==> config.mk <==
export PLATFORM = sky130hd
export DESIGN_NAME = ddhd_fifo
export DESIGN_NICKNAME = d
export VERILOG_FILES = /design/src/rtl/core/depth_drop_hysteresis_detector_defines.svh /design/src/rtl/core/ddhd_pkg.sv /design/src/rtl/core/ddhd_fifo.sv
export SDC_FILE = /design/constraint.sdc
export NUM_CORES = 1
export LEC_CHECK = 0
export BUFFER_PORTS_ARGS = -buffer_cell sky130_fd_sc_hd__buf_2
export CORE_AREA = 3 3 127 129
export DETAILED_ROUTE_END_ITERATION = 10
export DIE_AREA = 0 0 130 132
export GPL_TIMING_DRIVEN = 0
export PLACE_DENSITY = 0.89
export SKIP_CTS_REPAIR_TIMING = 1
export SYNTH_ARGS = -nofsm -noshare
export SYNTH_HDL_FRONTEND = slang
export SYNTH_SLANG_ARGS = --single-unit
==> constraint.sdc <==
create_clock -name clock -period 13.4 [get_ports clock]
set_clock_uncertainty 0.1 [all_clocks]
set_input_delay 2.01 -clock clock [delete_from_list [all_inputs] [get_ports clock]]
set_output_delay 2.01 -clock clock [all_outputs]
set_load 0.05 [all_outputs]
==> src/rtl/core/depth_drop_hysteresis_detector_defines.svh <==
// Assertion macros for the depth drop hysteresis detector.
// Used by the top level; expects signals named clock and reset in scope.
`ifndef DEPTH_DROP_HYSTERESIS_DETECTOR_DEFINES_SVH
`define DEPTH_DROP_HYSTERESIS_DETECTOR_DEFINES_SVH

// same-cycle implication
`define DDHD_ASSERT_NOW(label, ante, cons, msg) \
   label: assert property (@(posedge clock) disable iff (reset) (ante) |-> (cons)) \
      else $error(msg);

// next-cycle implication
`define DDHD_ASSERT_NEXT(label, ante, cons, msg) \
   label: assert property (@(posedge clock) disable iff (reset) (ante) |=> (cons)) \
      else $error(msg);

`endif

==> src/rtl/core/ddhd_pkg.sv <==
// Shared types, constants and the alpha table for the depth drop detector.
// No dependencies.
package ddhd_pkg;

   localparam int SymbolCount  = 256;
   localparam int AlphaEntries = 256;
   localparam int SymIdxW      = (SymbolCount > 1) ? $clog2(SymbolCount) : 1;
   localparam int AlphaIdxW    = $clog2(AlphaEntries);

   localparam int SymW    = 8;
   localparam int TsW     = 63;
   localparam int VolW    = 32;
   localparam int SumW    = 40;
   localparam int BaseW   = 56;
   localparam int RatioW  = 24;
   localparam int AlphaW  = 17;
   localparam int DivNumW = 72;
   localparam int DivDenW = 56;
   localparam int DivCntW = 5;
   localparam int CsrIdxW = 3;
   localparam int CsrDatW = 32;
   localparam int ReqDatW = 104;
   localparam int RspDatW = 32;

   // register indexes
   localparam logic [CsrIdxW-1:0] CsrSideSelect = 3'd0;
   localparam logic [CsrIdxW-1:0] CsrWindow     = 3'd1;
   localparam logic [CsrIdxW-1:0] CsrWarmup     = 3'd2;
   localparam logic [CsrIdxW-1:0] CsrEnterRatio = 3'd3;
   localparam logic [CsrIdxW-1:0] CsrExitRatio  = 3'd4;
   localparam logic [CsrIdxW-1:0] CsrCooldown   = 3'd5;

   localparam logic ActEnter = 1'b0;
   localparam logic ActExit  = 1'b1;

   localparam logic [AlphaW-1:0] AlphaOne = 17'd65536;
   localparam logic [RatioW-1:0] RatioMax = 24'hFFFFFF;
   localparam logic [SumW-1:0]   SumMax   = 40'hFFFFFFFFFF;

   typedef struct packed {
      logic              side_select;
      logic [31:0]       window_us;
      logic [31:0]       warmup_us;
      logic [RatioW-1:0] enter_ratio;
      logic [RatioW-1:0] exit_ratio;
      logic [31:0]       holdoff_us;
   } cfg_type;

   typedef struct packed {
      logic [SymW-1:0] sym;
      logic [TsW-1:0]  ts;
      logic [SumW-1:0] vol;
   } quote_type;

   typedef struct packed {
      logic [BaseW-1:0] base;
      logic [TsW-1:0]   first;
      logic [TsW-1:0]   prev;
      logic [TsW-1:0]   enter;
      logic             valid;
      logic             fired;
      logic             seen;
   } row_type;

   localparam int RowW = $bits(row_type);

   typedef struct packed {
      logic               start;
      logic [DivNumW-1:0] num;
      logic [DivDenW-1:0] den;
      logic [DivCntW-1:0] nbits;
   } div_req_type;

   typedef struct packed {
      logic              done;
      logic [RatioW-1:0] quot;
   } div_rsp_type;

   typedef logic [AlphaW-1:0] alpha_rom_type [AlphaEntries];

   // alpha(i) = 1 - r^i, r ~ exp(-8/AlphaEntries) in Q0.32
   function automatic alpha_rom_type alpha_rom_build();
      alpha_rom_type rom;
      logic [63:0]   h;
      logic [63:0]   term;
      logic [63:0]   r;
      logic [63:0]   p;
      logic [63:0]   full;
      h    = 64'(64'd1 << 35) / 64'(AlphaEntries);
      term = 64'd1 << 32;
      r    = 64'd1 << 32;
      p    = 64'd1 << 32;
      full = 64'd1 << 32;
      for (int n = 1; n <= 24; n++) begin
         term = ((term * h) >> 32) / 64'(n);
         if ((n % 2) == 1) r = r - term;
         else r = r + term;
      end
      for (int i = 0; i < AlphaEntries; i++) begin
         rom[i] = AlphaW'((full - p + 64'd32768) >> 16);
         p      = (p * r + 64'h80000000) >> 32;
      end
      return rom;
   endfunction

   localparam alpha_rom_type AlphaRom = alpha_rom_build();

endpackage

==> src/rtl/core/ddhd_fifo.sv <==
// Two-entry quote queue between front and back end.
// Depends on ddhd_pkg.
module ddhd_fifo (
   input  logic                clock,
   input  logic                reset,
   input  logic                push,
   input  ddhd_pkg::quote_type push_data,
   input  logic                pop,
   output logic                full,
   output logic                not_empty,
   output ddhd_pkg::quote_type head
);
   import ddhd_pkg::*;

   quote_type  entry_ff [2];
   logic       wr_ptr_ff, wr_ptr_in;
   logic       rd_ptr_ff, rd_ptr_in;
   logic [1:0] count_ff, count_in;

   assign full      = (count_ff == 2'd2);
   assign not_empty = (count_ff != 2'd0);
   assign head      = entry_ff[rd_ptr_ff];

   always_comb begin
      wr_ptr_in = push ? !wr_ptr_ff : wr_ptr_ff;
      rd_ptr_in = pop ? !rd_ptr_ff : rd_ptr_ff;
      count_in  = count_ff + 2'(push) - 2'(pop);
   end

   always_ff @(posedge clock) begin
      if (push) begin
         entry_ff[wr_ptr_ff] <= push_data;
      end
   end

   always_ff @(posedge clock) begin
      if (reset) begin
         wr_ptr_ff <= 1'b0;
         rd_ptr_ff <= 1'b0;
         count_ff  <= 2'd0;
      end else begin
         wr_ptr_ff <= wr_ptr_in;
         rd_ptr_ff <= rd_ptr_in;
         count_ff  <= count_in;
      end
   end
endmodule

==> run metrics <==
outcome=completed; pin count of the biggest net entering global routing=71; Syn Inst Count=about 370; diode count=0; measured slew at the worst slew-check pin=~760 ps; row cnt=45; vias per cell=~5.2; CP cell instances=buf_6 > buf_6 > mux2_2 > buf_2; Max stage delay on crit path=roughly 350 ps; maximum clock path buffer count=3; CP arrival=~1800 ps; max_cap viols=0; total track usage=between 15 and 20%; WS Path Type=reg -> out; CTS buffer count=23; area of the multi-input gates=1370 µm²; # nets final=around 740; dpl hpwl=10800 µm; unrepaired setup endpoints after global routing=no; Area Growth Syn to Fin=26.2%; share of layout cells above drive strength 1=60.8%; syn_nets=483; min cycle time layout=3920 ps; clock root cell=clkbuf_16; initial antenna violation count=0; Min Hold Slack=430 ps; worst reg-to-reg setup slack=roughly 12000 ps; share of the synthesized area in the top cell type=approximately four fifths; fmax=approximately 260 MHz; area leader, netlist=edfxtp_1; Post-Route WL=between 15000 and 20000 µm; initial DRC count=about 240; remaining global-route overflow=0; pwr/cell area=~170 nW/µm²; hold path start=rd_ptr_ff$_SDFFE_PP0P_; starting density of the core=a little over half; CP max FO=10; Clock transition at path regs=approximately 60 ps; critical path data required time=roughly 11000 ps; Area contributors post-synth=edfxtp_1 81%, mux2_2 15%, buf_6 1.4%; final cell count without fillers=a little over 800; Yosys Warn Count=0; utilization after layout=between 60% and 70%; DRT Pass-1 Iters=5; count of final setup violators=0; DRT antenna net count=0; port buffer count=227; Setup TNS Final=0 ps; Die Span Y=around 130 µm; final worst-path cycle share=between 20 and 30%; Final Max Tran Viols=0; cell mode on critical path=buf_6; chip width=130 µm; Seq cells post-synth=approximately 230; Reg-to-Reg Start=wr_ptr_ff$_SDFFE_PP0P_; # IOs=228; CP top delay family=buffers and inverters; mapped cell area=roughly 8300 µm²; DRC errors left=0; Mapped Avg Cell Area=22.6 µm²; DIE AREA=between 15000 and 20000 µm²; R2R depth=2; drt wl/cell=19.1 µm; routability cong.=roughly 0.74; Area after DPL=approximately 9700 µm²; number of global-route vias before repair=4685; register area=just under 7000 µm²; via count=roughly 4300; clk sinks=~230; Worst Setup Start Kind=flop; HP Class=reg -> reg; final instance area=between 10000 and 15000 µm²; Seq/Total Area, Yosys=81.9%; first-pass GRT wire length=about 24000 µm; Fin. Hold Viols=0; hold depth=2; Slew HR=about half; r2r endpoint=entry_ff[1][24]$_DFFE_PP_; Slowest cell on crit path=dfxtp_1; Worst Setup End Kind=primary output; peak supply drop=0.135 mV; Leak Pwr=3.95 nW; post-synth cell types=13; crit path buf inv count=3; Clk Latency, worst-skew pair=around 500 ps; htree depth=1; fill cell count=940; TritonCTS clock tree=built; core box area=15100 µm²; dpl cells=785
[stage by stage]
step | setup slack, ps | power [W]
detailed placement | 9810 | 0.00116
floorplan | 5870 | 0.00108
global placement | 3620 | 0.00115
finish | 9480 | 0.00173
global route | 9390 | 0.00179
CTS | 9430 | 0.00175
[report_power, final]
| part | switching, W | internal [W] |
|---|---|---|
| Clock | 0.000240 | 0.000346 |
| Combinational | 0.000213 | 0.0000897 |
| Sequential | 0.0000107 | 0.000829 |
| Total | 0.000464 | 0.00126 |
[tightest hold or removal path: stages, from the launching register on]
cell and delay (ps):
dfxtp_1 320, xnor2_1 90, nor2_1 80
[state kept, by name (all words and copies together), names as in the netlist, named ones only]
name,flops
wr_ptr_ff,1
count_ff,2
entry_ff,222
rd_ptr_ff,1
[per-layer routing]
layer	global-route usage (%)	vias to the layer above	share of wire (%)
met3	5.43	36	8.3
li1	-	1959	-
met4	5.89	0	2.9
met5	0	-	0
met1	21.1	2117	37
met2	31.7	179	51
[placed cells by master, fill, tap and decap left out, types with 2 or more instances in the layout]
cell       netlist  final
nor2b_1          3      2
mux2_2         111    111
buf_12           0      2
buf_2            2    229
xnor2_1          2      2
clkbuf_8         0      2
buf_16           0      2
clkbuf_16        0     23
clkinv_2         0      3
dfxtp_1          5      5
nor2_1           4      4
inv_1            2      2
clkbuf_1         0      8
edfxtp_1       222    222
ha_1             2      2
buf_6           10     10
[how the worst max path moves through the flow]
stage / startpoint / endpoint / slack, ps / depth (start not counted)
floorplan: push / entry_ff[0][0]$_DFFE_PP_ / 5870 / 1
global placement: push / entry_ff[0][74]$_DFFE_PP_ / 3620 / 2
detailed placement: push / entry_ff[1][70]$_DFFE_PP_ / 9810 / 3
CTS: flop / head[92] / 9430 / 4
global route: flop / head[48] / 9390 / 4
finish: flop / head[48] / 9480 / 4
[final cells by class]
type                       count  share of cell area [%]
timing repair buffer         231                    11.8
clock inverter                 6                   0.552
sequential                   227                    64.9
tap                          188                    2.26
buffer                        12                    1.18
inverter                       2                  0.0720
multi-input combinational    125                    13.2
clock buffer                  33                    6.07
[cells in the mapped netlist]
cell type and count:
buf_2 2, and2_1 1, nor2b_1 3, nor2_1 4
inv_1 2, xnor2_1 2, mux2_2 111, or2_2 1
dfxtp_1 5, ha_1 2, buf_6 10, edfxtp_1 222
xnor3_1 1
[cell families after synthesis]
logic type    share of synthesized area, %
mux                                   15.1
flops                                 81.9
xor+xnor                             0.485
simple gates                         0.561
buf+inv                               1.58
fa+ha+maj                            0.303
No activity file was read; power rests on OpenSTA's default activity.
