### src/rtl/core/depth_drop_hysteresis_detector_defines.svh
// Assertion macros for the depth drop hysteresis detector.
// Used by the top level; expects signals named clock and reset in scope.
`ifndef DEPTH_DROP_HYSTERESIS_DETECTOR_DEFINES_SVH
`define DEPTH_DROP_HYSTERESIS_DETECTOR_DEFINES_SVH

// same-cycle implication
`define DDHD_ASSERT_NOW(label, ante, cons, msg) \
   label: assert property (@(posedge clock) disable iff (reset) (ante) |-> (cons)) \
      else $error(msg);

// next-cycle implication
`define DDHD_ASSERT_NEXT(label, ante, cons, msg) \
   label: assert property (@(posedge clock) disable iff (reset) (ante) |=> (cons)) \
      else $error(msg);

`endif

### src/rtl/core/ddhd_pkg.sv
// Shared types, constants and the alpha table for the depth drop detector.
// No dependencies.
package ddhd_pkg;

   localparam int SymbolCount  = 256;
   localparam int AlphaEntries = 256;
   localparam int SymIdxW      = (SymbolCount > 1) ? $clog2(SymbolCount) : 1;
   localparam int AlphaIdxW    = $clog2(AlphaEntries);

   localparam int SymW    = 8;
   localparam int TsW     = 63;
   localparam int VolW    = 32;
   localparam int SumW    = 40;
   localparam int BaseW   = 56;
   localparam int RatioW  = 24;
   localparam int AlphaW  = 17;
   localparam int DivNumW = 72;
   localparam int DivDenW = 56;
   localparam int DivCntW = 5;
   localparam int CsrIdxW = 3;
   localparam int CsrDatW = 32;
   localparam int ReqDatW = 104;
   localparam int RspDatW = 32;

   // register indexes
   localparam logic [CsrIdxW-1:0] CsrSideSelect = 3'd0;
   localparam logic [CsrIdxW-1:0] CsrWindow     = 3'd1;
   localparam logic [CsrIdxW-1:0] CsrWarmup     = 3'd2;
   localparam logic [CsrIdxW-1:0] CsrEnterRatio = 3'd3;
   localparam logic [CsrIdxW-1:0] CsrExitRatio  = 3'd4;
   localparam logic [CsrIdxW-1:0] CsrCooldown   = 3'd5;

   localparam logic ActEnter = 1'b0;
   localparam logic ActExit  = 1'b1;

   localparam logic [AlphaW-1:0] AlphaOne = 17'd65536;
   localparam logic [RatioW-1:0] RatioMax = 24'hFFFFFF;
   localparam logic [SumW-1:0]   SumMax   = 40'hFFFFFFFFFF;

   typedef struct packed {
      logic              side_select;
      logic [31:0]       window_us;
      logic [31:0]       warmup_us;
      logic [RatioW-1:0] enter_ratio;
      logic [RatioW-1:0] exit_ratio;
      logic [31:0]       holdoff_us;
   } cfg_type;

   typedef struct packed {
      logic [SymW-1:0] sym;
      logic [TsW-1:0]  ts;
      logic [SumW-1:0] vol;
   } quote_type;

   typedef struct packed {
      logic [BaseW-1:0] base;
      logic [TsW-1:0]   first;
      logic [TsW-1:0]   prev;
      logic [TsW-1:0]   enter;
      logic             valid;
      logic             fired;
      logic             seen;
   } row_type;

   localparam int RowW = $bits(row_type);

   typedef struct packed {
      logic               start;
      logic [DivNumW-1:0] num;
      logic [DivDenW-1:0] den;
      logic [DivCntW-1:0] nbits;
   } div_req_type;

   typedef struct packed {
      logic              done;
      logic [RatioW-1:0] quot;
   } div_rsp_type;

   typedef logic [AlphaW-1:0] alpha_rom_type [AlphaEntries];

   // alpha(i) = 1 - r^i, r ~ exp(-8/AlphaEntries) in Q0.32
   function automatic alpha_rom_type alpha_rom_build();
      alpha_rom_type rom;
      logic [63:0]   h;
      logic [63:0]   term;
      logic [63:0]   r;
      logic [63:0]   p;
      logic [63:0]   full;
      h    = 64'(64'd1 << 35) / 64'(AlphaEntries);
      term = 64'd1 << 32;
      r    = 64'd1 << 32;
      p    = 64'd1 << 32;
      full = 64'd1 << 32;
      for (int n = 1; n <= 24; n++) begin
         term = ((term * h) >> 32) / 64'(n);
         if ((n % 2) == 1) r = r - term;
         else r = r + term;
      end
      for (int i = 0; i < AlphaEntries; i++) begin
         rom[i] = AlphaW'((full - p + 64'd32768) >> 16);
         p      = (p * r + 64'h80000000) >> 32;
      end
      return rom;
   endfunction

   localparam alpha_rom_type AlphaRom = alpha_rom_build();

endpackage

### src/rtl/core/ddhd_front.sv
// Front end: takes level transactions, sums the selected side, hands
// finished quotes to the queue. Depends on ddhd_pkg.
module ddhd_front (
   input  logic                        clock,
   input  logic                        reset,
   input  logic                        side_select,
   input  logic                        req_tvalid,
   output logic                        req_tready,
   input  logic [ddhd_pkg::SymW-1:0]   sym,
   input  logic [ddhd_pkg::TsW-1:0]    ts,
   input  logic                        side,
   input  logic [ddhd_pkg::VolW-1:0]   vol,
   input  logic                        last,
   input  logic                        q_full,
   output logic                        q_push,
   output ddhd_pkg::quote_type         q_data
);
   import ddhd_pkg::*;

   logic [SumW-1:0] sum_ff, sum_in;
   logic [SumW:0]   sum_wide;
   logic [SumW-1:0] sum_sat;
   logic            accept;

   assign req_tready = !q_full;
   assign accept     = req_tvalid && req_tready;

   always_comb begin
      sum_wide = {1'b0, sum_ff};
      if (side == side_select) sum_wide = sum_wide + (SumW+1)'(vol);
      sum_sat = sum_wide[SumW] ? SumMax : sum_wide[SumW-1:0];
      sum_in  = sum_ff;
      if (accept) sum_in = last ? '0 : sum_sat;
   end

   assign q_push     = accept && last;
   assign q_data.sym = sym;
   assign q_data.ts  = ts;
   assign q_data.vol = sum_sat;

   always_ff @(posedge clock) begin
      if (reset) begin
         sum_ff <= '0;
      end else begin
         sum_ff <= sum_in;
      end
   end
endmodule

### config.mk
export PLATFORM = sky130hd
export DESIGN_NAME = ddhd_front
export DESIGN_NICKNAME = d
export VERILOG_FILES = /design/src/rtl/core/depth_drop_hysteresis_detector_defines.svh /design/src/rtl/core/ddhd_pkg.sv /design/src/rtl/core/ddhd_front.sv
export SDC_FILE = /design/constraint.sdc
export NUM_CORES = 1
export LEC_CHECK = 0
export BUFFER_PORTS_ARGS = -buffer_cell sky130_fd_sc_hd__buf_2
export CAP_MARGIN = 20
export CORE_UTILIZATION = 30
export DETAILED_ROUTE_END_ITERATION = 10
export GPL_TIMING_DRIVEN = 0
export SYNTH_ARGS = -nofsm -noshare
export SYNTH_HDL_FRONTEND = slang
export SYNTH_SLANG_ARGS = --single-unit
export TNS_END_PERCENT = 100
### constraint.sdc
create_clock -name clock -period 3.7 [get_ports clock]
set_input_delay 0.555 -clock clock [delete_from_list [all_inputs] [get_ports clock]]
set_output_delay 0.555 -clock clock [all_outputs]
set_load 0.01 [all_outputs]
==> reports/results.ini <==
[run_status]
status=completed

[setup_path]
cp.buffers_inverters=3
cp.arrival_ps=3020
startpoint_type=input port
critPathTopFamily=compound AO/OA/AOI/OAI gates
cp.required_ps=3140
end_kind=output port
slowest_delay_ps=350
crit_top_cell=buf_2
cpMaxStageDelayCell=a311oi_2
crit_type=in2out
crit_fanout=10
path_cells=buf_2 > ha_1 > buf_6 > a21oi_2 > o21ai_2 > a221o_1 > a311oi_2 > nand2_2 > a31o_2 > nand4_1 > mux2_2 > buf_2

[die]
rows=45
die_h_um=127
dieArea_um2=16200
core_um2=15300
start_util_pct=30.8
num_io_pins=223
die-width_um=127

[yosys]
ys_types=69
syn-num-nets=793
synth-edff-count=0
yosysWarnings=0
ys_seq_area_share_pct=17.0
synth_ff_type=dfxtp_1
synth-seq-cells=40
synth_cells=650
synth_area_um2=4700
async_flop_share_pct=0
syn_avg_cell_area_um2=7.23

[job]
max-cap-violations=0

[layout]
regMostFlops=sum_ff
syn_to_final_growth_pct=27.4
largest_reg_flops=40
drive_gt1_share_pct=36.4
num_antenna_cells=0
instances_no_fill=1016
fin_nets=948
seqCellArea_um2=801
nFillCells=1654
multiInputGateArea_um2=3270
final_cell_area_um2=5980
top_regs=sum_ff (40)

[timing]
worst_pin_slew_ps=1030
maxSlewViolCount=0
report.final.setup_viol=0
hold_viol=0
slew-limit-headroom_pct=30.6
period_share_pct=96.5
min_period_ps=3570
fmax_mhz=280
fin_skew_ps=4.47
layout_setup_ws_ps=129
grt_setup_unrepaired=true

[detailed_routing]
antenna_left=0
wl_um=15600
drc=0
vias=5203
first_iter_violations=322
first_pass_iters=5
post_drt_wl_per_cell_um=15.4
via_per_inst=5.12

[clock_tree]
hold_buffers=0
cts_buffers=5
clock_sinks=40
clock_path_buffers=2
cts_tree=yes
htreeDepth=2
clk_pin_slew_ps=60
clk_latency_ps=290
root_buffer=clkbuf_16

[placement]
placed_cell_area_um2=5720
routabilityCongestion=0.890
pre_cts_slack_ps=-230
dp.cells=1012
dp_hpwl_um=12000
buffer_ports.inserted=151

[power]
leakagePower_uw=0.00284
ir_drop_mv=0.156
powerDensity_nw_per_um2=243

[global_route]
overflow=0
grt_usage_pct=18.6
antenna_found_initial=0
grt_pass1_vias=4476
grt_pass1_wl_um=23800
grt_max_degree=12

[hold_path]
min_path_type=reg2reg

[repair_timing]
action                                  in CTS  in global routing
pin swaps                                    1                  6
gates resized for setup                     10                 32
endpoints found under the setup margin      27                 31
setup buffers                                1                  0
[synth_stat cells, drive strengths merged, types with 2 or more instances]
library cell	n	area (um^2)
a2111oi	2	23.8
a211oi	15	118
a21boi	4	30.0
o21a	4	30.0
a31oi	15	100
a221o	2	20.0
xor2	11	96.3
xnor2	14	123
or3	5	31.3
a311oi	4	41.3
clkbuf	27	101
o21bai	3	22.5
nand4	7	43.8
nor3	17	90.1
ha	32	400
a41oi	3	26.3
a21oi	58	302
dfxtp	40	801
mux2i	4	40.0
or4	2	15.0
and3	8	50.1
nor2	50	188
or2	11	68.8
o31ai	5	37.5
a211o	8	71.3
a22o	10	87.6
nor4	2	12.5
nand3	19	95.1
o211ai	16	125
o21ai	36	184
and4	6	52.6
buf	82	608
nor3b	3	27.5
nor2b	3	18.8
nand2	76	295
a21o	10	75.1
nand2b	4	25.0
and2	8	50.1
inv	11	41.3
a31o	2	17.5
o311ai	2	17.5
[cell usage in the layout, fill, tap and decap left out, drive strengths merged, types with 8 or more instances in the layout]
| cell | count |
|---|---|
| o211ai | 16 |
| a21oi | 58 |
| o21ai | 36 |
| nor2 | 50 |
| a31oi | 15 |
| nand2 | 76 |
| and3 | 8 |
| xor2 | 11 |
| nor3 | 17 |
| clkbuf | 30 |
| nand3 | 19 |
| a22o | 10 |
| xnor2 | 14 |
| a211o | 8 |
| a21o | 10 |
| buf | 233 |
| and2 | 8 |
| a211oi | 15 |
| inv | 11 |
| or2 | 11 |
| ha | 32 |
| dfxtp | 40 |
[through the flow]
| stage | hold WS [ps] | total power, uW | util (%) | setup TNS [ps] |
|---|---|---|---|---|
| finish | 472 | 1450 | 39.2 | 0 |
| global route | 491 | 1530 | 39.2 | -6.51 |
| CTS | 473 | 1450 | 38.5 | 0 |
| detailed placement | 464 | 1010 | 37.5 | -3660 |
| global placement | 465 | 1010 | 37.5 | -3930 |
| floorplan | 448 | 821 | - | 0 |
[layer usage]
| metal | GRT usage, % | up-vias | wire (um) | part of all wire, % |
|---|---|---|---|---|
| met5 | 0 | - | 0 | 0 |
| met4 | 4.69 | 0 | 223 | 1.4 |
| met3 | 2.64 | 16 | 1180 | 7.5 |
| met2 | 30.4 | 231 | 7110 | 46 |
| met1 | 25.6 | 2355 | 7110 | 45 |
| li1 | - | 2601 | - | - |
[report_power, final]
group | internal [uW] | switching [uW] | total, uW
clock | 246 | 187 | 433
combinational | 243 | 326 | 569
sequential | 441 | 8.87 | 450
total | 930 | 522 | 1450
[cell type report]
| cell class | count | area share, % |
|---|---|---|
| plain buffers | 105 | 11.9 |
| clock buffers | 6 | 2.15 |
| clock inverters | 1 | 0.0837 |
| inverters | 11 | 0.690 |
| multi-input cells | 490 | 54.6 |
| flip-flops and latches | 40 | 13.4 |
| well taps | 211 | 4.41 |
| repair buffers | 152 | 12.8 |
[path summary, 6_finish.rpt]
check,depth (start not counted),slack [ps],start,endpoint
setup / recovery,12,130,vol[17],q_data[34]
hold / removal,2,470,sum_ff[3],sum_ff[3]
setup reg to reg,9,910,sum_ff[15],sum_ff[26]
hold reg to reg,2,470,sum_ff[3],sum_ff[3]
[worst reg2reg max path: cells and delay by family, from the launching register on]
kind            cells  cell delay, ps
fa+ha+maj           1             350
compound gates      5            1280
simple gates        2             480
flops               1             420
mux                 1             150
[cell families (layout without fill, tap and decap cells)]
group,count (synthesis),in the layout,synth area share [%]
compound gates,204,204,29.2
xor+xnor,25,25,4.66
mux,5,5,1.09
simple gates,223,223,23.0
flops,40,40,17.0
fa+ha+maj,33,33,8.95
buf+inv,120,275,16.0
(Power assumes the default switching activity.)
