## src/rtl/core/depth_drop_hysteresis_detector_defines.svh

```systemverilog
// Assertion macros for the depth drop hysteresis detector.
// Used by the top level; expects signals named clock and reset in scope.
`ifndef DEPTH_DROP_HYSTERESIS_DETECTOR_DEFINES_SVH
`define DEPTH_DROP_HYSTERESIS_DETECTOR_DEFINES_SVH

// same-cycle implication
`define DDHD_ASSERT_NOW(label, ante, cons, msg) \
   label: assert property (@(posedge clock) disable iff (reset) (ante) |-> (cons)) \
      else $error(msg);

// next-cycle implication
`define DDHD_ASSERT_NEXT(label, ante, cons, msg) \
   label: assert property (@(posedge clock) disable iff (reset) (ante) |=> (cons)) \
      else $error(msg);

`endif

```

## src/rtl/core/ddhd_pkg.sv

```systemverilog
// Shared types, constants and the alpha table for the depth drop detector.
// No dependencies.
package ddhd_pkg;

   localparam int SymbolCount  = 256;
   localparam int AlphaEntries = 256;
   localparam int SymIdxW      = (SymbolCount > 1) ? $clog2(SymbolCount) : 1;
   localparam int AlphaIdxW    = $clog2(AlphaEntries);

   localparam int SymW    = 8;
   localparam int TsW     = 63;
   localparam int VolW    = 32;
   localparam int SumW    = 40;
   localparam int BaseW   = 56;
   localparam int RatioW  = 24;
   localparam int AlphaW  = 17;
   localparam int DivNumW = 72;
   localparam int DivDenW = 56;
   localparam int DivCntW = 5;
   localparam int CsrIdxW = 3;
   localparam int CsrDatW = 32;
   localparam int ReqDatW = 104;
   localparam int RspDatW = 32;

   // register indexes
   localparam logic [CsrIdxW-1:0] CsrSideSelect = 3'd0;
   localparam logic [CsrIdxW-1:0] CsrWindow     = 3'd1;
   localparam logic [CsrIdxW-1:0] CsrWarmup     = 3'd2;
   localparam logic [CsrIdxW-1:0] CsrEnterRatio = 3'd3;
   localparam logic [CsrIdxW-1:0] CsrExitRatio  = 3'd4;
   localparam logic [CsrIdxW-1:0] CsrCooldown   = 3'd5;

   localparam logic ActEnter = 1'b0;
   localparam logic ActExit  = 1'b1;

   localparam logic [AlphaW-1:0] AlphaOne = 17'd65536;
   localparam logic [RatioW-1:0] RatioMax = 24'hFFFFFF;
   localparam logic [SumW-1:0]   SumMax   = 40'hFFFFFFFFFF;

   typedef struct packed {
      logic              side_select;
      logic [31:0]       window_us;
      logic [31:0]       warmup_us;
      logic [RatioW-1:0] enter_ratio;
      logic [RatioW-1:0] exit_ratio;
      logic [31:0]       holdoff_us;
   } cfg_type;

   typedef struct packed {
      logic [SymW-1:0] sym;
      logic [TsW-1:0]  ts;
      logic [SumW-1:0] vol;
   } quote_type;

   typedef struct packed {
      logic [BaseW-1:0] base;
      logic [TsW-1:0]   first;
      logic [TsW-1:0]   prev;
      logic [TsW-1:0]   enter;
      logic             valid;
      logic             fired;
      logic             seen;
   } row_type;

   localparam int RowW = $bits(row_type);

   typedef struct packed {
      logic               start;
      logic [DivNumW-1:0] num;
      logic [DivDenW-1:0] den;
      logic [DivCntW-1:0] nbits;
   } div_req_type;

   typedef struct packed {
      logic              done;
      logic [RatioW-1:0] quot;
   } div_rsp_type;

   typedef logic [AlphaW-1:0] alpha_rom_type [AlphaEntries];

   // alpha(i) = 1 - r^i, r ~ exp(-8/AlphaEntries) in Q0.32
   function automatic alpha_rom_type alpha_rom_build();
      alpha_rom_type rom;
      logic [63:0]   h;
      logic [63:0]   term;
      logic [63:0]   r;
      logic [63:0]   p;
      logic [63:0]   full;
      h    = 64'(64'd1 << 35) / 64'(AlphaEntries);
      term = 64'd1 << 32;
      r    = 64'd1 << 32;
      p    = 64'd1 << 32;
      full = 64'd1 << 32;
      for (int n = 1; n <= 24; n++) begin
         term = ((term * h) >> 32) / 64'(n);
         if ((n % 2) == 1) r = r - term;
         else r = r + term;
      end
      for (int i = 0; i < AlphaEntries; i++) begin
         rom[i] = AlphaW'((full - p + 64'd32768) >> 16);
         p      = (p * r + 64'h80000000) >> 32;
      end
      return rom;
   endfunction

   localparam alpha_rom_type AlphaRom = alpha_rom_build();

endpackage

```

## src/rtl/core/ddhd_div.sv

```systemverilog
// Shared restoring divider, one quotient bit per cycle.
// Depends on ddhd_pkg.
module ddhd_div (
   input  logic                  clock,
   input  logic                  reset,
   input  ddhd_pkg::div_req_type req,
   output ddhd_pkg::div_rsp_type rsp
);
   import ddhd_pkg::*;

   localparam int ShW = DivDenW + RatioW;

   logic [DivNumW-1:0] rem_ff, rem_in;
   logic [ShW-1:0]     dsh_ff, dsh_in;
   logic [RatioW-1:0]  quot_ff, quot_in;
   logic [DivCntW-1:0] cnt_ff, cnt_in;
   logic               busy_ff, busy_in;
   logic               done_ff, done_in;
   logic               ge;

   always_comb begin
      ge      = ({{(ShW-DivNumW){1'b0}}, rem_ff} >= dsh_ff);
      rem_in  = rem_ff;
      dsh_in  = dsh_ff;
      quot_in = quot_ff;
      cnt_in  = cnt_ff;
      busy_in = busy_ff;
      done_in = 1'b0;
      if (req.start) begin
         rem_in  = req.num;
         dsh_in  = ShW'(req.den) << (req.nbits - DivCntW'(1));
         quot_in = '0;
         cnt_in  = req.nbits;
         busy_in = 1'b1;
      end else if (busy_ff) begin
         if (ge) rem_in = rem_ff - DivNumW'(dsh_ff);
         quot_in = {quot_ff[RatioW-2:0], ge};
         dsh_in  = dsh_ff >> 1;
         cnt_in  = cnt_ff - DivCntW'(1);
         if (cnt_ff == DivCntW'(1)) begin
            busy_in = 1'b0;
            done_in = 1'b1;
         end
      end
   end

   assign rsp.done = done_ff;
   assign rsp.quot = quot_ff;

   always_ff @(posedge clock) begin
      rem_ff  <= rem_in;
      dsh_ff  <= dsh_in;
      quot_ff <= quot_in;
      cnt_ff  <= cnt_in;
   end

   always_ff @(posedge clock) begin
      if (reset) begin
         busy_ff <= 1'b0;
         done_ff <= 1'b0;
      end else begin
         busy_ff <= busy_in;
         done_ff <= done_in;
      end
   end
endmodule

```

## config.mk

```make
export PLATFORM = sky130hd
export DESIGN_NAME = ddhd_div
export DESIGN_NICKNAME = d
export VERILOG_FILES = /design/src/rtl/core/depth_drop_hysteresis_detector_defines.svh /design/src/rtl/core/ddhd_pkg.sv /design/src/rtl/core/ddhd_div.sv
export SDC_FILE = /design/constraint.sdc
export NUM_CORES = 1
export LEC_CHECK = 0
export ABC_AREA = 0
export BUFFER_PORTS_ARGS = -buffer_cell sky130_fd_sc_hd__buf_2
export CAP_MARGIN = 20
export CORE_AREA = 2 2 183 185
export DETAILED_ROUTE_END_ITERATION = 16
export DIE_AREA = 0 0 185 187
export GPL_ROUTABILITY_DRIVEN = 0
export PLACE_DENSITY = 0.67
export SYNTH_ARGS = -nofsm -noshare
export SYNTH_HDL_FRONTEND = slang
export SYNTH_SLANG_ARGS = --single-unit
export TNS_END_PERCENT = 5
```

## constraint.sdc

```tcl
create_clock -name clock -period 4.2 [get_ports clock]
set_clock_uncertainty 0.15 [all_clocks]
set_input_delay 0 -clock clock [delete_from_list [all_inputs] [get_ports clock]]
set_output_delay 0 -clock clock [all_outputs]
set_load 0.05 [all_outputs]
```

==> flow_metrics.py <==
metrics = {
    "setup_path": {
        "path_class": "reg -> reg",
        "cp-start-kind": "flop",
        "crit_required_ns": 4.20,
        "end_kind": "flop",
        "rr_worst_depth": 14,
        "crit_arrival_ns": 3.84,
        "crit_fanout": 72,
    },
    "synthesis": {
        "syn_nets": 2051,
        "synth_most_common_cell": "nand2_1",
        "synth_warnings": 0,
        "avgSynthCellArea_um2": 8.41,
        "synthCells": 1839,
        "synth_top_cell_area_share_pct": 30.5,
        "yosys.cell_types.count": 77,
        "synth_top_cells_by_count": "282 x nand2_1, 175 x nor2_1, 164 x a21oi_1, 164 x o21ai_0, 157 x edfxtp_1",
        "synthArstFlopShare_pct": 0,
        "synthFlopType": "edfxtp_1",
        "synth_area_leaders": "edfxtp_1 30%, nand2_1 6.8%, mux4_2 6.3%",
        "synth_top_cell_by_area": "edfxtp_1",
        "ys_seq_area_share_pct": 33.8,
        "synth-edff-count": 157,
        "synth_area_mm2": 0.0155,
        "synth-seq-cells": 183,
    },
    "clock_network": {
        "cts_tree": "built",
        "clock-sinks": 183,
        "clk_latency_ns": 0.45,
        "clk_pin_slew_ns": 0.07,
        "htree_levels": 4,
        "clock_path_buffers": 2,
        "cts_root_buffer": "clkbuf_16",
        "cts_setup_buffers": 0,
        "numCtsBuffers": 17,
    },
    "worst_hold_path": {
        "hp-class": "in -> reg",
        "whs_path_depth": 4,
    },
    "timing": {
        "setup_viol": 0,
        "fin_crit_ns": 3.84,
        "period_share_pct": 91.4,
        "hold_viol": 0,
        "setup_tns_ns": 0,
        "slew_viol_final": 0,
        "rsz0062_at_grt": "no",
        "max_slew_margin_pct": 43.9,
        "timing.fmax_mhz": 260,
        "tightest_slew_ns": 0.840,
    },
    "final_layout": {
        "num_antenna_cells": 0,
        "synthToLayoutAreaGrowth_pct": 16.6,
        "fin_nets": 2207,
        "final_area_mm2": 0.0180,
        "drive_above_1_share_pct": 14.6,
    },
    "floorplan": {
        "die_y_um": 187,
        "initial_core_util_pct": 47.1,
        "core_mm2": 0.0329,
        "die-area_mm2": 0.0346,
        "pin_count": 161,
        "fp.dieW_um": 185,
        "rows": 67,
    },
    "global_route": {
        "grt_util_met1_pct": 40.7,
        "grt_first_pass_wirelength_mm": 72.7,
        "grt-ovfl-total": 0,
        "use_met3_pct": 3.19,
        "grt_max_degree": 113,
        "antenna_found_initial": 1,
        "grt_use_met2_pct": 39.7,
        "grt_pass1_vias": 13500,
        "grt.busiest_layer": "met1",
        "grt.total_usage_pct": 26.8,
    },
    "placement": {
        "portBuffers": 160,
        "place_hpwl_mm": 35.7,
        "place_area_mm2": 0.0166,
    },
    "power": {
        "p_leak_uw": 0.00761,
        "irDropWorstVdd_uv": 325,
        "p_per_area_mw_per_mm2": 442,
    },
    "detailed_routing": {
        "drt-initial-drc-count": 1669,
        "via_count": 14700,
        "viasPerCell": 5.97,
        "drt_wl_total_mm": 46.8,
        "drt_pass1_iterations": 7,
        "drc": 0,
        "avgRoutedWirePerCell_um": 19.0,
        "drtAntennaViolNets": 0,
    },
    "run": {
        "drv_cap": 0,
    },
    "run_status": {
        "status": "complete, no violations",
    },
}
==> critical path, stage by stage, from the launching register on <==
cell and delay [ns]:
edfxtp_1 0.36, inv_1 0.06, ha_1 0.15, inv_1 0.06, fa_1 0.44, a211oi_2 0.27
o211ai_1 0.17, nand4_1 0.21, a21oi_1 0.14, nor3_1 0.44, o31ai_1 0.17, o21ai_0 0.21
a21oi_1 0.10, or2_2 0.33, buf_12 0.25
==> final timing paths <==
path / from / end / slack [ns]
max: rem_ff[0] / rem_ff[5] / 0.36
min: req[5] / dsh_ff[16] / 0.03
max reg2reg: rem_ff[0] / rem_ff[5] / 0.36
min reg2reg: quot_ff[23] / quot_ff[23] / 0.35
==> placed cells by master, fill, tap and decap left out, drive strengths merged, types with 11 or more instances in the layout <==
master         n
a211oi        25
a21o          45
a21oi        165
a31oi         21
buf          181
clkbuf        19
dfxtp         26
dlygate4sd3   79
edfxtp       157
ha            75
inv          109
mux2i         75
mux4          43
nand2        282
nand3         25
nand4         29
nor2         175
nor2b         11
nor3          29
nor4          13
o21a          16
o21ai        173
o21bai        19
o22ai         17
or3           12
xnor2         31
xor2          28
==> kinds of logic (layout without fill, tap and decap cells) <==
group / Yosys count / count (layout) / share of synthesized area, %
xor+xnor: 59 / 59 / 3.34
flops: 183 / 183 / 33.8
simple gates: 614 / 614 / 17.2
fa+ha+maj: 76 / 76 / 6.20
mux: 124 / 124 / 11.6
compound gates: 559 / 559 / 22.3
buf+inv: 224 / 393 / 5.57
==> stage by stage <==
step,setup WS (ns),power [uW],std cells,util (%),hold slack [ns]
final,0.360,7970,2456,54.9,0.0330
after global routing,0.0814,8440,2456,54.9,0.0623
after CTS,0.398,7910,2456,54.9,0.0101
after detailed placement,0.419,6160,2345,50.6,0.0317
after global placement,0.473,6090,2345,50.6,0.0290
after floorplan,0.484,5160,1839,-,-0.0776
==> cell type report <==
class,count,area [um2]
inverter,100,375
clock inverter,14,173
timing repair buffer,261,1790
sequential,183,5240
multi-input combinational,1432,9460
clock buffer,18,450
tap,448,561
fill,3111,14800
==> where the power goes <==
part	switching, uW	leakage [uW]	internal (uW)
logic	2380	0.00552	1450
clock network	836	0.000305	848
registers	119	0.00179	2340
==> what timing repair did <==
action,CTS,global route
hold buffers,79,0
gates resized for setup,0,0
endpoints found under the hold margin,80,0
==> per-layer routing <==
metal	part of all wire [%]	vias to the layer above
met5	0.026	-
met4	2.6	2
met3	8.5	83
met2	43	713
met1	46	6825
li1	-	7036
==> sequential cells by signal, summed over array words and instances, names as in the netlist <==
name / flops
busy_ff: 1
cnt_ff: 5
done_ff: 1
dsh_ff: 80
quot_ff: 24
rem_ff: 72
Note: power is estimated with default switching activity, not from simulation.
